[src/rtl/mfh_pkg.sv]
package mfh_pkg;

  // Width of the thread identifier field on the request and result channels.
  localparam int unsigned TidFieldW = 8;

  typedef logic [TidFieldW-1:0] tid_field_t;

  // Operation codes carried in the request.
  localparam logic [1:0] OP_LOCK   = 2'd0;
  localparam logic [1:0] OP_TRY    = 2'd1;
  localparam logic [1:0] OP_UNLOCK = 2'd2;

  // Status codes returned in the result.
  localparam logic [2:0] STATUS_OK      = 3'd0;
  localparam logic [2:0] STATUS_BUSY    = 3'd1;
  localparam logic [2:0] STATUS_QUEUED  = 3'd2;
  localparam logic [2:0] STATUS_HANDOFF = 3'd3;
  localparam logic [2:0] STATUS_FULL    = 3'd4;

  typedef struct packed {
    logic [1:0] operation;
    tid_field_t thread_id;
  } mfh_req_t;

  typedef struct packed {
    logic [2:0] status;
    logic       grant_valid;
    tid_field_t granted_thread;
  } mfh_rsp_t;

  // Commands from the controller to the datapath.
  typedef struct packed {
    logic capture;
    logic commit;
  } mfh_cmd_t;

  // Status from the datapath to the controller.
  typedef struct packed {
    logic out_free;
  } mfh_sts_t;

endpackage

[src/rtl/mutex_fifo_handoff_unit.sv]
// Hardware mutex with a first-in first-out queue of waiting threads.
//
// Requests arrive on the in_* channel as one transaction each, carrying an
// operation (lock, try lock or unlock) and a thread identifier. Every request
// produces exactly one result transaction on the out_* channel with a status,
// a grant flag and, on a handoff, the thread that now owns the lock.
// Both channels use valid and stall: a transaction moves on a rising edge
// where valid is high and stall is low.
//
// A request is captured first; then, once the result register is free, the
// head of the wait queue (read from a registered memory port) is ready and
// the decision is committed into the result register. No new request is
// taken until the current one is committed. While the receiver stalls, the
// result is held and the next request is still accepted and captured; it is
// resolved as soon as the waiting result leaves.
//
// Reset frees the lock and empties the queue; the queue storage itself is not
// cleared, as only written entries are ever used.
module mutex_fifo_handoff_unit #(
  parameter int unsigned WAIT_DEPTH  = 16,
  parameter int unsigned THREAD_BITS = 8
) (
  input  logic              clk_i,
  input  logic              rst_ni,
  input  logic              in_valid_i,
  output logic              in_stall_o,
  input  mfh_pkg::mfh_req_t in_data_i,
  output logic              out_valid_o,
  input  logic              out_stall_i,
  output mfh_pkg::mfh_rsp_t out_data_o
);
  import mfh_pkg::*;

  // Command and status between the sequencing controller and the datapath
  // that holds the owner register, the queue pointers and the queue memory.
  mfh_cmd_t cmd;
  mfh_sts_t sts;

  mfh_ctrl u_ctrl (
    .clk_i      (clk_i),
    .rst_ni     (rst_ni),
    .in_valid_i (in_valid_i),
    .in_stall_o (in_stall_o),
    .sts_i      (sts),
    .cmd_o      (cmd)
  );

  mfh_datapath #(
    .WAIT_DEPTH  (WAIT_DEPTH),
    .THREAD_BITS (THREAD_BITS)
  ) u_datapath (
    .clk_i       (clk_i),
    .rst_ni      (rst_ni),
    .in_data_i   (in_data_i),
    .out_valid_o (out_valid_o),
    .out_stall_i (out_stall_i),
    .out_data_o  (out_data_o),
    .cmd_i       (cmd),
    .sts_o       (sts)
  );

endmodule

[src/rtl/mfh_ctrl.sv]
module mfh_ctrl (
  input  logic              clk_i,
  input  logic              rst_ni,
  input  logic              in_valid_i,
  output logic              in_stall_o,
  input  mfh_pkg::mfh_sts_t sts_i,
  output mfh_pkg::mfh_cmd_t cmd_o
);
  import mfh_pkg::*;

  typedef enum logic [1:0] {
    S_IDLE = 2'b01,
    S_EXEC = 2'b10
  } state_e;

  state_e state_q, state_d;

  always_comb begin
    state_d     = state_q;
    cmd_o       = '0;
    in_stall_o  = 1'b1;
    case (state_q)
      S_IDLE: begin
        in_stall_o = 1'b0;
        if (in_valid_i) begin
          cmd_o.capture = 1'b1;
          state_d       = S_EXEC;
        end
      end
      S_EXEC: begin
        // The request is resolved once the result register can take it.
        if (sts_i.out_free) begin
          cmd_o.commit = 1'b1;
          state_d      = S_IDLE;
        end
      end
      default: begin
        state_d = S_IDLE;
      end
    endcase
  end

  always_ff @(posedge clk_i or negedge rst_ni) begin
    if (!rst_ni) begin
      state_q <= S_IDLE;
    end else begin
      state_q <= state_d;
    end
  end

endmodule

[src/rtl/mfh_datapath.sv]
module mfh_datapath #(
  parameter int unsigned WAIT_DEPTH  = 16,
  parameter int unsigned THREAD_BITS = 8
) (
  input  logic              clk_i,
  input  logic              rst_ni,
  input  mfh_pkg::mfh_req_t in_data_i,
  output logic              out_valid_o,
  input  logic              out_stall_i,
  output mfh_pkg::mfh_rsp_t out_data_o,
  input  mfh_pkg::mfh_cmd_t cmd_i,
  output mfh_pkg::mfh_sts_t sts_o
);
  import mfh_pkg::*;

  localparam int unsigned TidW = (THREAD_BITS < TidFieldW) ? THREAD_BITS : TidFieldW;
  localparam int unsigned PtrW = (WAIT_DEPTH > 1) ? $clog2(WAIT_DEPTH) : 1;
  localparam int unsigned CntW = $clog2(WAIT_DEPTH + 1);
  localparam logic [PtrW-1:0] LastSlot = PtrW'(WAIT_DEPTH - 1);
  localparam logic [CntW-1:0] FullCount = CntW'(WAIT_DEPTH);

  mfh_req_t            req_q;
  logic                owner_valid_q, owner_valid_d;
  logic [TidW-1:0]     owner_q, owner_d;
  logic [PtrW-1:0]     head_q, head_d, tail_q, tail_d;
  logic [CntW-1:0]     count_q, count_d;
  logic [TidW-1:0]     wait_mem [WAIT_DEPTH];
  logic [TidW-1:0]     head_rd_q;
  logic                wr_en;
  logic [TidW-1:0]     tid;
  logic                out_valid_q;
  mfh_rsp_t            out_q, rsp;

  assign tid = req_q.thread_id[TidW-1:0];
  assign sts_o.out_free = !out_valid_q || !out_stall_i;

  always_comb begin
    owner_valid_d = owner_valid_q;
    owner_d       = owner_q;
    head_d        = head_q;
    tail_d        = tail_q;
    count_d       = count_q;
    wr_en         = 1'b0;
    rsp           = '0;
    rsp.status    = STATUS_BUSY;
    case (req_q.operation)
      OP_LOCK: begin
        if (!owner_valid_q) begin
          owner_valid_d = 1'b1;
          owner_d       = tid;
          rsp.status    = STATUS_OK;
        end else if (owner_q == tid) begin
          rsp.status = STATUS_OK;
        end else if (count_q == FullCount) begin
          rsp.status = STATUS_FULL;
        end else begin
          wr_en      = 1'b1;
          tail_d     = (tail_q == LastSlot) ? '0 : tail_q + 1'b1;
          count_d    = count_q + 1'b1;
          rsp.status = STATUS_QUEUED;
        end
      end
      OP_TRY: begin
        if (!owner_valid_q) begin
          owner_valid_d = 1'b1;
          owner_d       = tid;
          rsp.status    = STATUS_OK;
        end
      end
      OP_UNLOCK: begin
        if (!owner_valid_q) begin
          rsp.status = STATUS_OK;
        end else if (count_q == '0) begin
          owner_valid_d = 1'b0;
          owner_d       = '0;
          rsp.status    = STATUS_OK;
        end else begin
          owner_d            = head_rd_q;
          head_d             = (head_q == LastSlot) ? '0 : head_q + 1'b1;
          count_d            = count_q - 1'b1;
          rsp.status         = STATUS_HANDOFF;
          rsp.grant_valid    = 1'b1;
          rsp.granted_thread = tid_field_t'(head_rd_q);
        end
      end
      default: begin
        rsp.status = STATUS_BUSY;
      end
    endcase
  end

  always_ff @(posedge clk_i or negedge rst_ni) begin
    if (!rst_ni) begin
      owner_valid_q <= 1'b0;
      owner_q       <= '0;
      head_q        <= '0;
      tail_q        <= '0;
      count_q       <= '0;
      out_valid_q   <= 1'b0;
    end else begin
      if (cmd_i.commit) begin
        owner_valid_q <= owner_valid_d;
        owner_q       <= owner_d;
        head_q        <= head_d;
        tail_q        <= tail_d;
        count_q       <= count_d;
        out_valid_q   <= 1'b1;
      end else if (!out_stall_i) begin
        out_valid_q <= 1'b0;
      end
    end
  end

  always_ff @(posedge clk_i) begin
    if (cmd_i.capture) begin
      req_q <= in_data_i;
    end
    if (cmd_i.commit) begin
      out_q <= rsp;
    end
  end

  // Waiting queue storage; the head entry is read every cycle so that it is
  // ready in the cycle after a request is captured.
  always_ff @(posedge clk_i) begin
    if (cmd_i.commit && wr_en) begin
      wait_mem[tail_q] <= tid;
    end
    head_rd_q <= wait_mem[head_q];
  end

  assign out_valid_o = out_valid_q;
  assign out_data_o  = out_q;

endmodule

[config.mk]
export PLATFORM = sky130hd
export DESIGN_NAME = mutex_fifo_handoff_unit
export DESIGN_NICKNAME = d
export VERILOG_FILES = /design/src/rtl/mfh_pkg.sv /design/src/rtl/mutex_fifo_handoff_unit.sv /design/src/rtl/mfh_ctrl.sv /design/src/rtl/mfh_datapath.sv
export SDC_FILE = /design/constraint.sdc
export NUM_CORES = 1
export LEC_CHECK = 0
export BUFFER_PORTS_ARGS = -buffer_cell sky130_fd_sc_hd__clkbuf_2
export CELL_PAD_IN_SITES_DETAIL_PLACEMENT = 0
export CELL_PAD_IN_SITES_GLOBAL_PLACEMENT = 1
export CORE_UTILIZATION = 47
export CTS_CLUSTER_DIAMETER = 30
export DETAILED_ROUTE_END_ITERATION = 10
export HOLD_SLACK_MARGIN = 0.03
export PLACE_DENSITY = 0.8
export RECOVER_POWER = 50
export SLEW_MARGIN = 25
export SYNTH_ARGS = -nofsm -noshare
export SYNTH_HDL_FRONTEND = slang
export SYNTH_SLANG_ARGS = --single-unit
[constraint.sdc]
create_clock -name clk_i -period 2.1 [get_ports clk_i]
set_input_delay 0.21 -clock clk_i [delete_from_list [all_inputs] [get_ports clk_i]]
set_output_delay 0.21 -clock clk_i [all_outputs]
set_load 0.02 [all_outputs]
# ---- After elaboration in Yosys (flattened, before gate mapping)
# Memory sizes are Yosys's and may differ from the RTL's. A register that Yosys moved wholly into a read port is not among the register bits.
# Cells that the tools add are included.
dict set report word_totals {
  reg_bits 47
  latchBits 0
  ram_bits 128
  romBits 0
  out_inout_bits 14
  mem_count 1
}
# name words word_bits rd rd_clocked_by_memory_dff wr line
set mem_list {}
lappend mem_list {u_datapath.wait_mem 16 8 1 1 1 mfh_datapath.sv:27} ;# logic [TidW-1:0] wait_mem [WAIT_DEPTH];
dict set report classes {
  n_addsub 4
  n_mul 0
  div 0
  n_lt_le_gt_ge 0
  eq_ne 17
  shifts 0
  muxes 39
  n_bitwise 5
  n_reduce_logical 17
}
# cell count
set ops {}
lappend ops {{5-bit two-way mux} 5}
lappend ops {{8-bit two-way mux} 3}
lappend ops {{1-bit two-way mux} 16}
lappend ops {{8-bit one-hot mux with 2 select lines} 1}
lappend ops {{3-bit two-way mux} 4}
lappend ops {{2-bit inequality test, second input constant} 6}
lappend ops {{5-bit one-hot mux with 2 select lines} 1}
lappend ops {{9-bit two-way mux} 1}
lappend ops {{3-bit one-hot mux with 3 select lines} 1}
lappend ops {{4-bit by 1-bit adder with 4-bit output, second input constant} 2}
lappend ops {{4-bit equality test, second input constant} 2}
lappend ops {{8-bit equality test} 1}
lappend ops {{4-bit two-way mux} 2}
lappend ops {{4-bit AND reduction} 2}
lappend ops {{7-bit AND reduction} 1}
lappend ops {{2-bit two-way mux} 3}
lappend ops {{2-bit by 1-bit inequality test with 1-bit output, second input constant} 3}
lappend ops {{2-bit AND reduction} 3}
lappend ops {{5-bit by 1-bit adder with 5-bit output, second input constant} 1}
lappend ops {{5-bit equality test, second input constant} 1}
lappend ops {{5-bit logical NOT} 1}
lappend ops {{1-bit NOT} 5}
lappend ops {{5-bit AND reduction} 1}
lappend ops {{5-bit by 1-bit subtractor with 5-bit output, second input constant} 1}
lappend ops {{other kinds (11)} 15}

# ---- Depth between registers and ports, before layout
dict set report logic_depth {
  depth_word 8
  mapped_depth 10
  mapped_depth_nobuf 8
}

# ---- Cells and area by module
# A second synthesis with hierarchy kept.
dict set report unflattened {
  cells_unflattened 422
  area_unflattened_um2 7528.5
}
# mod instances cells_each area_per_inst_um2 seq_area_each_um2
set by_module_without_submodules {}
lappend by_module_without_submodules {mfh_datapath 1 414 7437.1 5240.0}
lappend by_module_without_submodules {mfh_ctrl 1 8 91.3 51.3}

# ---- Least setup slack after synthesis
# No wires, ideal clock.
dict set report synth_path {
  kind {register to register}
  from {register u_datapath.req_q (netlist bit u_datapath.tid[3])}
  to {memory u_datapath.wait_mem[4][0] (netlist bit), enable pin}
  setup_time_ns 0.332
  arrival_ns 1.771
  required_ns 1.768
  path_slack_ns -0.003
  stages_incl_launch_ff 7
  n_path_buf 1
  cell_sequence {edfxtp_1 xnor2_1 nand4_1 o211ai_2 nor3_2 buf_2 and3_1}
}
dict set report synth_between {
  elab_chain_len 7
}
# element line
set synth_rtl {}
lappend synth_rtl {{start: declaration} mfh_datapath.sv:22} ;# mfh_req_t req_q;
lappend synth_rtl {{start signal: assignment} mfh_datapath.sv:116} ;# req_q <= in_data_i;
lappend synth_rtl {{8-bit equality test} mfh_datapath.sv:52} ;# end else if (owner_q == tid) begin
lappend synth_rtl {{1-bit two-way mux} mfh_datapath.sv:52}
lappend synth_rtl {{1-bit two-way mux} mfh_datapath.sv:48} ;# if (!owner_valid_q) begin
lappend synth_rtl {{1-bit two-way mux} mfh_datapath.sv:46} ;# case (req_q.operation)
lappend synth_rtl {{1-bit logical AND} mfh_datapath.sv:126} ;# if (cmd_i.commit && wr_en) begin
lappend synth_rtl {{1-bit two-way mux} mfh_datapath.sv:126}
lappend synth_rtl {{1-bit two-way mux (implied by the code)} mfh_datapath.sv:127} ;# wait_mem[tail_q] <= tid;
lappend synth_rtl {{end: declaration} mfh_datapath.sv:27}
# Every way passes these cells.

# ---- Worst setup path after layout
dict set report layout_path {
  from {register u_datapath.req_q[8] (netlist bit)}
  to {register u_datapath.count_q[4]}
}
dict set report layout_between {
  elab_chain_len 3
  elab_cells_between_ends 10
}
# element line
set layout_rtl {}
lappend layout_rtl {{2-bit equality test / 2-bit logical NOT (equally long branches)} mfh_datapath.sv:46}
lappend layout_rtl {{2-bit by 1-bit inequality test with 1-bit output (no line), or another cell as far along} --}
lappend layout_rtl {{7-bit AND reduction (no line)} --}
lappend layout_rtl {{end signal: assignment} mfh_datapath.sv:106} ;# count_q <= count_d;
lappend layout_rtl {{end: declaration} mfh_datapath.sv:26} ;# logic [CntW-1:0] count_q, count_d;
# Several ways; a longest one is shown, not always the timed one.
# A chain may end at the register's enable or synchronous reset.

==> impl_results.md <==
* Critical R2R Capture: u_datapath.count_q[4]
* DRC violations left at 0
* Initial antenna violation count at 0
* Hold Path Sink: u_ctrl.state_q[1]
* Setup TNS at 0 ns
* Hold path depth at 3
* Die height at 127.7 um
* RSZ-0062 raised after global routing: yes
* Ranking of synthesized cells by area: edfxtp_1 61%, dfrtp_1 8.1%, mux4_2 4.9%
* Core Rows at 45
* Power density cells at roughly 1100 nW/um^2
* Area of the multi-input gates at 2044 um^2
* Violated checks: capacitance limit, slew limit
* Slowest-stage cell, CP: fa_1
* Number of global-route vias before repair at 4,196
* Largest area contributor in the netlist: edfxtp_1
* Worst path most repeated cell: xnor2_1
* Die Width at 127.7 um
* Setup crit start: u_datapath.req_q[8]
* Post-synth EDFFs at 150
* Slew Limit Fails at 26
* Share of the synthesized area in the top cell type at approximately three fifths
* Post-CTS Setup Inserts at 0
* Pin count of the biggest net entering global routing at 29
* Avg Vias per Cell at around 5.5
* Clock root cell: clkbuf_16
* Fmax at 492.1 MHz
* DIE AREA at 16,300 um^2
* CTS buffer count at 17
* Post-synth ARST share at a little over an eighth
* Antenna diode instance count at 0
* Layout cells sized above 1 at 22.88%
* DR vias at 4,134
* Synth warnings at 0
* Status: finished, violations left
* Max Cap Viol at 1
* Area of the core at 15,310 um^2
* Post-DP HPWL at 10,300 um
* CTS clk-pin slew, worst paths at 0.06 ns
* CP Cell Sequence: nand2b_2 > fa_1 > nand2b_1 > a21oi_1 > xnor2_1 > a211oi_1 > xnor2_1
* First-pass GRT wire length at 23,690 um
* Ys flop type: edfxtp_1
* Detailed Route WL at 15,410 um
* Clk buf depth at 2
* Number of buffers added on ports at 27
* CP Data Required Time at 2.46 ns
* Synth-to-Final Area Change at 17.90%
* HP Class: input port to register
* Avg WL per Cell at around 20 um
* Syn avg cell area at 16.17 um^2
* Hold Slack at 0.07687 ns
* Storage cell area at 5293 um^2
* Final Hold Viols at 0
* Worst R2R Start: u_datapath.req_q[8]
* R2r worst-path depth at 7
* CP max stage delay at 0.47 ns
* Critical path peak fanout at 5
* Crit path DAT at 2.39 ns
* Hold_sp: in_valid_i
* Initial core utilization at 48.47%
* # setup viols final at 0
* Rel. slew slack at -1.345%
* Pleak at around 3.1 nW
* Post-Syn Nets at 482
* GRT overflow at 0
* Total clock sinks at 183
* DRT iter0 DRCs at 362
* Slew @ Worst Pin at 1.520 ns
* Ports at 28
* H-tree depth at 4
* Sequential share of the synthesized area at 71.28%
* Final setup margin at 0.06794 ns
* DRT Pass-1 Iters at 5
* Yosys cell types at 48
* Final setup skew at 0.01069 ns
* VDD IR max at slightly below 0.0006 V
* TritonCTS clock tree: done
* Fin crit period at between 2 and 2.5 ns
* Number of synthesized register bits at 183
* Overall routing resource usage at roughly a fifth
* Startpoint types: register
* Worst R2R Setup Slack at about 0.068 ns
* Dpl ws at 0.03688 ns
* Cells after Synth at between 400 and 500
* Setup CP Type: register to register
* Post-route clock period utilization at between 90% and 100%
* Clk Latency, worst-skew pair at ~0.43 ns
* Fillcell total at ~1,200
* Mapped cell area at between 7000 and 8000 um^2
* Nets at 552
* Final ANT Viol Nets at 0
* Setup crit end kind: register
* Routability Congestion at 0.8024
## synthesized netlist by cell type (all sizes together), types with 4 or more instances
cell and n:
nor2 9, xnor2 14, nor2b 4, buf 11, mux2i 25, a22oi 8, and3 20, nand2b 4
and2 15, dfxtp 8, o21ai 29, edfxtp 150, inv 11, mux2 13, ha 8, mux4 16
clkbuf 8, nand2 26, a21oi 24, dfrtp 24, a221oi 8
## state kept, by name, indices dropped and copies added (netlist names)
register	count
u_datapath.tail_q	4
u_datapath.req_q	2
u_datapath.owner_valid_q	1
u_datapath.tid	8
u_datapath.head_q	4
u_datapath.owner_q	8
u_ctrl.state_q	2
u_datapath.count_q	5
u_datapath.wait_mem	128
u_datapath.out_data_o	12
u_datapath.out_valid_o	1
u_datapath.head_rd_q	8
## cells in the final DEF, fill, tap and decap left out, types with 14 or more instances in the layout
master and n:
clkbuf_16 17, edfxtp_1 150, clkbuf_1 17, buf_4 16, o21ai_0 27, dfrtp_1 23
mux2i_1 25, a21oi_1 23, xnor2_1 14, clkbuf_2 20, nand2_1 26, mux4_2 16
and2_1 14
## per-stage QoR
stage	power, mW	cells	util [%]	cell area (um^2)
floorplan	5.812	459	-	7435
global placement	6.364	709	52.58	8053
detailed placement	6.423	709	52.58	8053
CTS	9.564	753	57.17	8755
global route	9.878	753	57.15	8752
finish	9.512	753	57.15	8752
## repair_timing
| item | in CTS | in global routing |
|---|---|---|
| setup endpoints to repair | 0 | 86 |
| hold buffers | 12 | 0 |
| endpoints found under the hold margin | 35 | 0 |
| resized for setup | 0 | 12 |
## layout make-up
cell class / instances / share of cell area, %
clock inverters: 11 / 1.387
well taps: 211 / 3.016
multi-input cells: 246 / 23.36
repair buffers: 70 / 6.033
clock buffers: 21 / 5.261
inverters: 11 / 0.4718
flip-flops and latches: 183 / 60.47
## worst max-delay path: cells and delay by family, from the launching register on
family          cells  cell delay (ns)
simple gates        2             0.44
compound gates      2             0.40
xor+xnor            2             0.24
fa+ha+maj           1             0.47
flops               1             0.42
## where the power goes
part           switching, mW  internal, mW  total, mW
logic                  0.955         0.912       1.87
registers              0.277          4.22       4.49
clock network           1.33          1.82       3.15
total                   2.56          6.95       9.51
## worst max path at each step
stage	endpoint	cells after the start	slack, ns
after detailed placement	u_datapath.wait_mem[15][1]	6	0.04
after global routing	u_datapath.count_q[4]	7	-0.05
after global placement	u_datapath.count_q[4]	7	0.1
final	u_datapath.count_q[4]	7	0.07
after floorplan	u_datapath.count_q[4]	8	0.06
after CTS	u_datapath.wait_mem[15][6]	6	0.02
## logic make-up (layout without fill, tap and decap cells)
logic type      after synthesis  count (layout)  synth area share (%)
compound gates               82              82                 6.944
xor+xnor                     15              15                 1.770
fa+ha+maj                     9               9                 1.618
buf+inv                      30             113                 1.770
flops                       183             183                 71.28
mux                          54              54                 10.20
simple gates                 86              86                 6.421
## per-layer routing
layer  track usage [%]  share of wire (%)  vias to the layer above
met5                 0                  0                        -
met4             9.965                3.2                        0
met3             4.174                4.7                       27
met2             30.70                 46                      115
met1             28.55                 46                     2087
li1                  -                  -                     1905
Note: power is estimated with default switching activity, not from simulation.
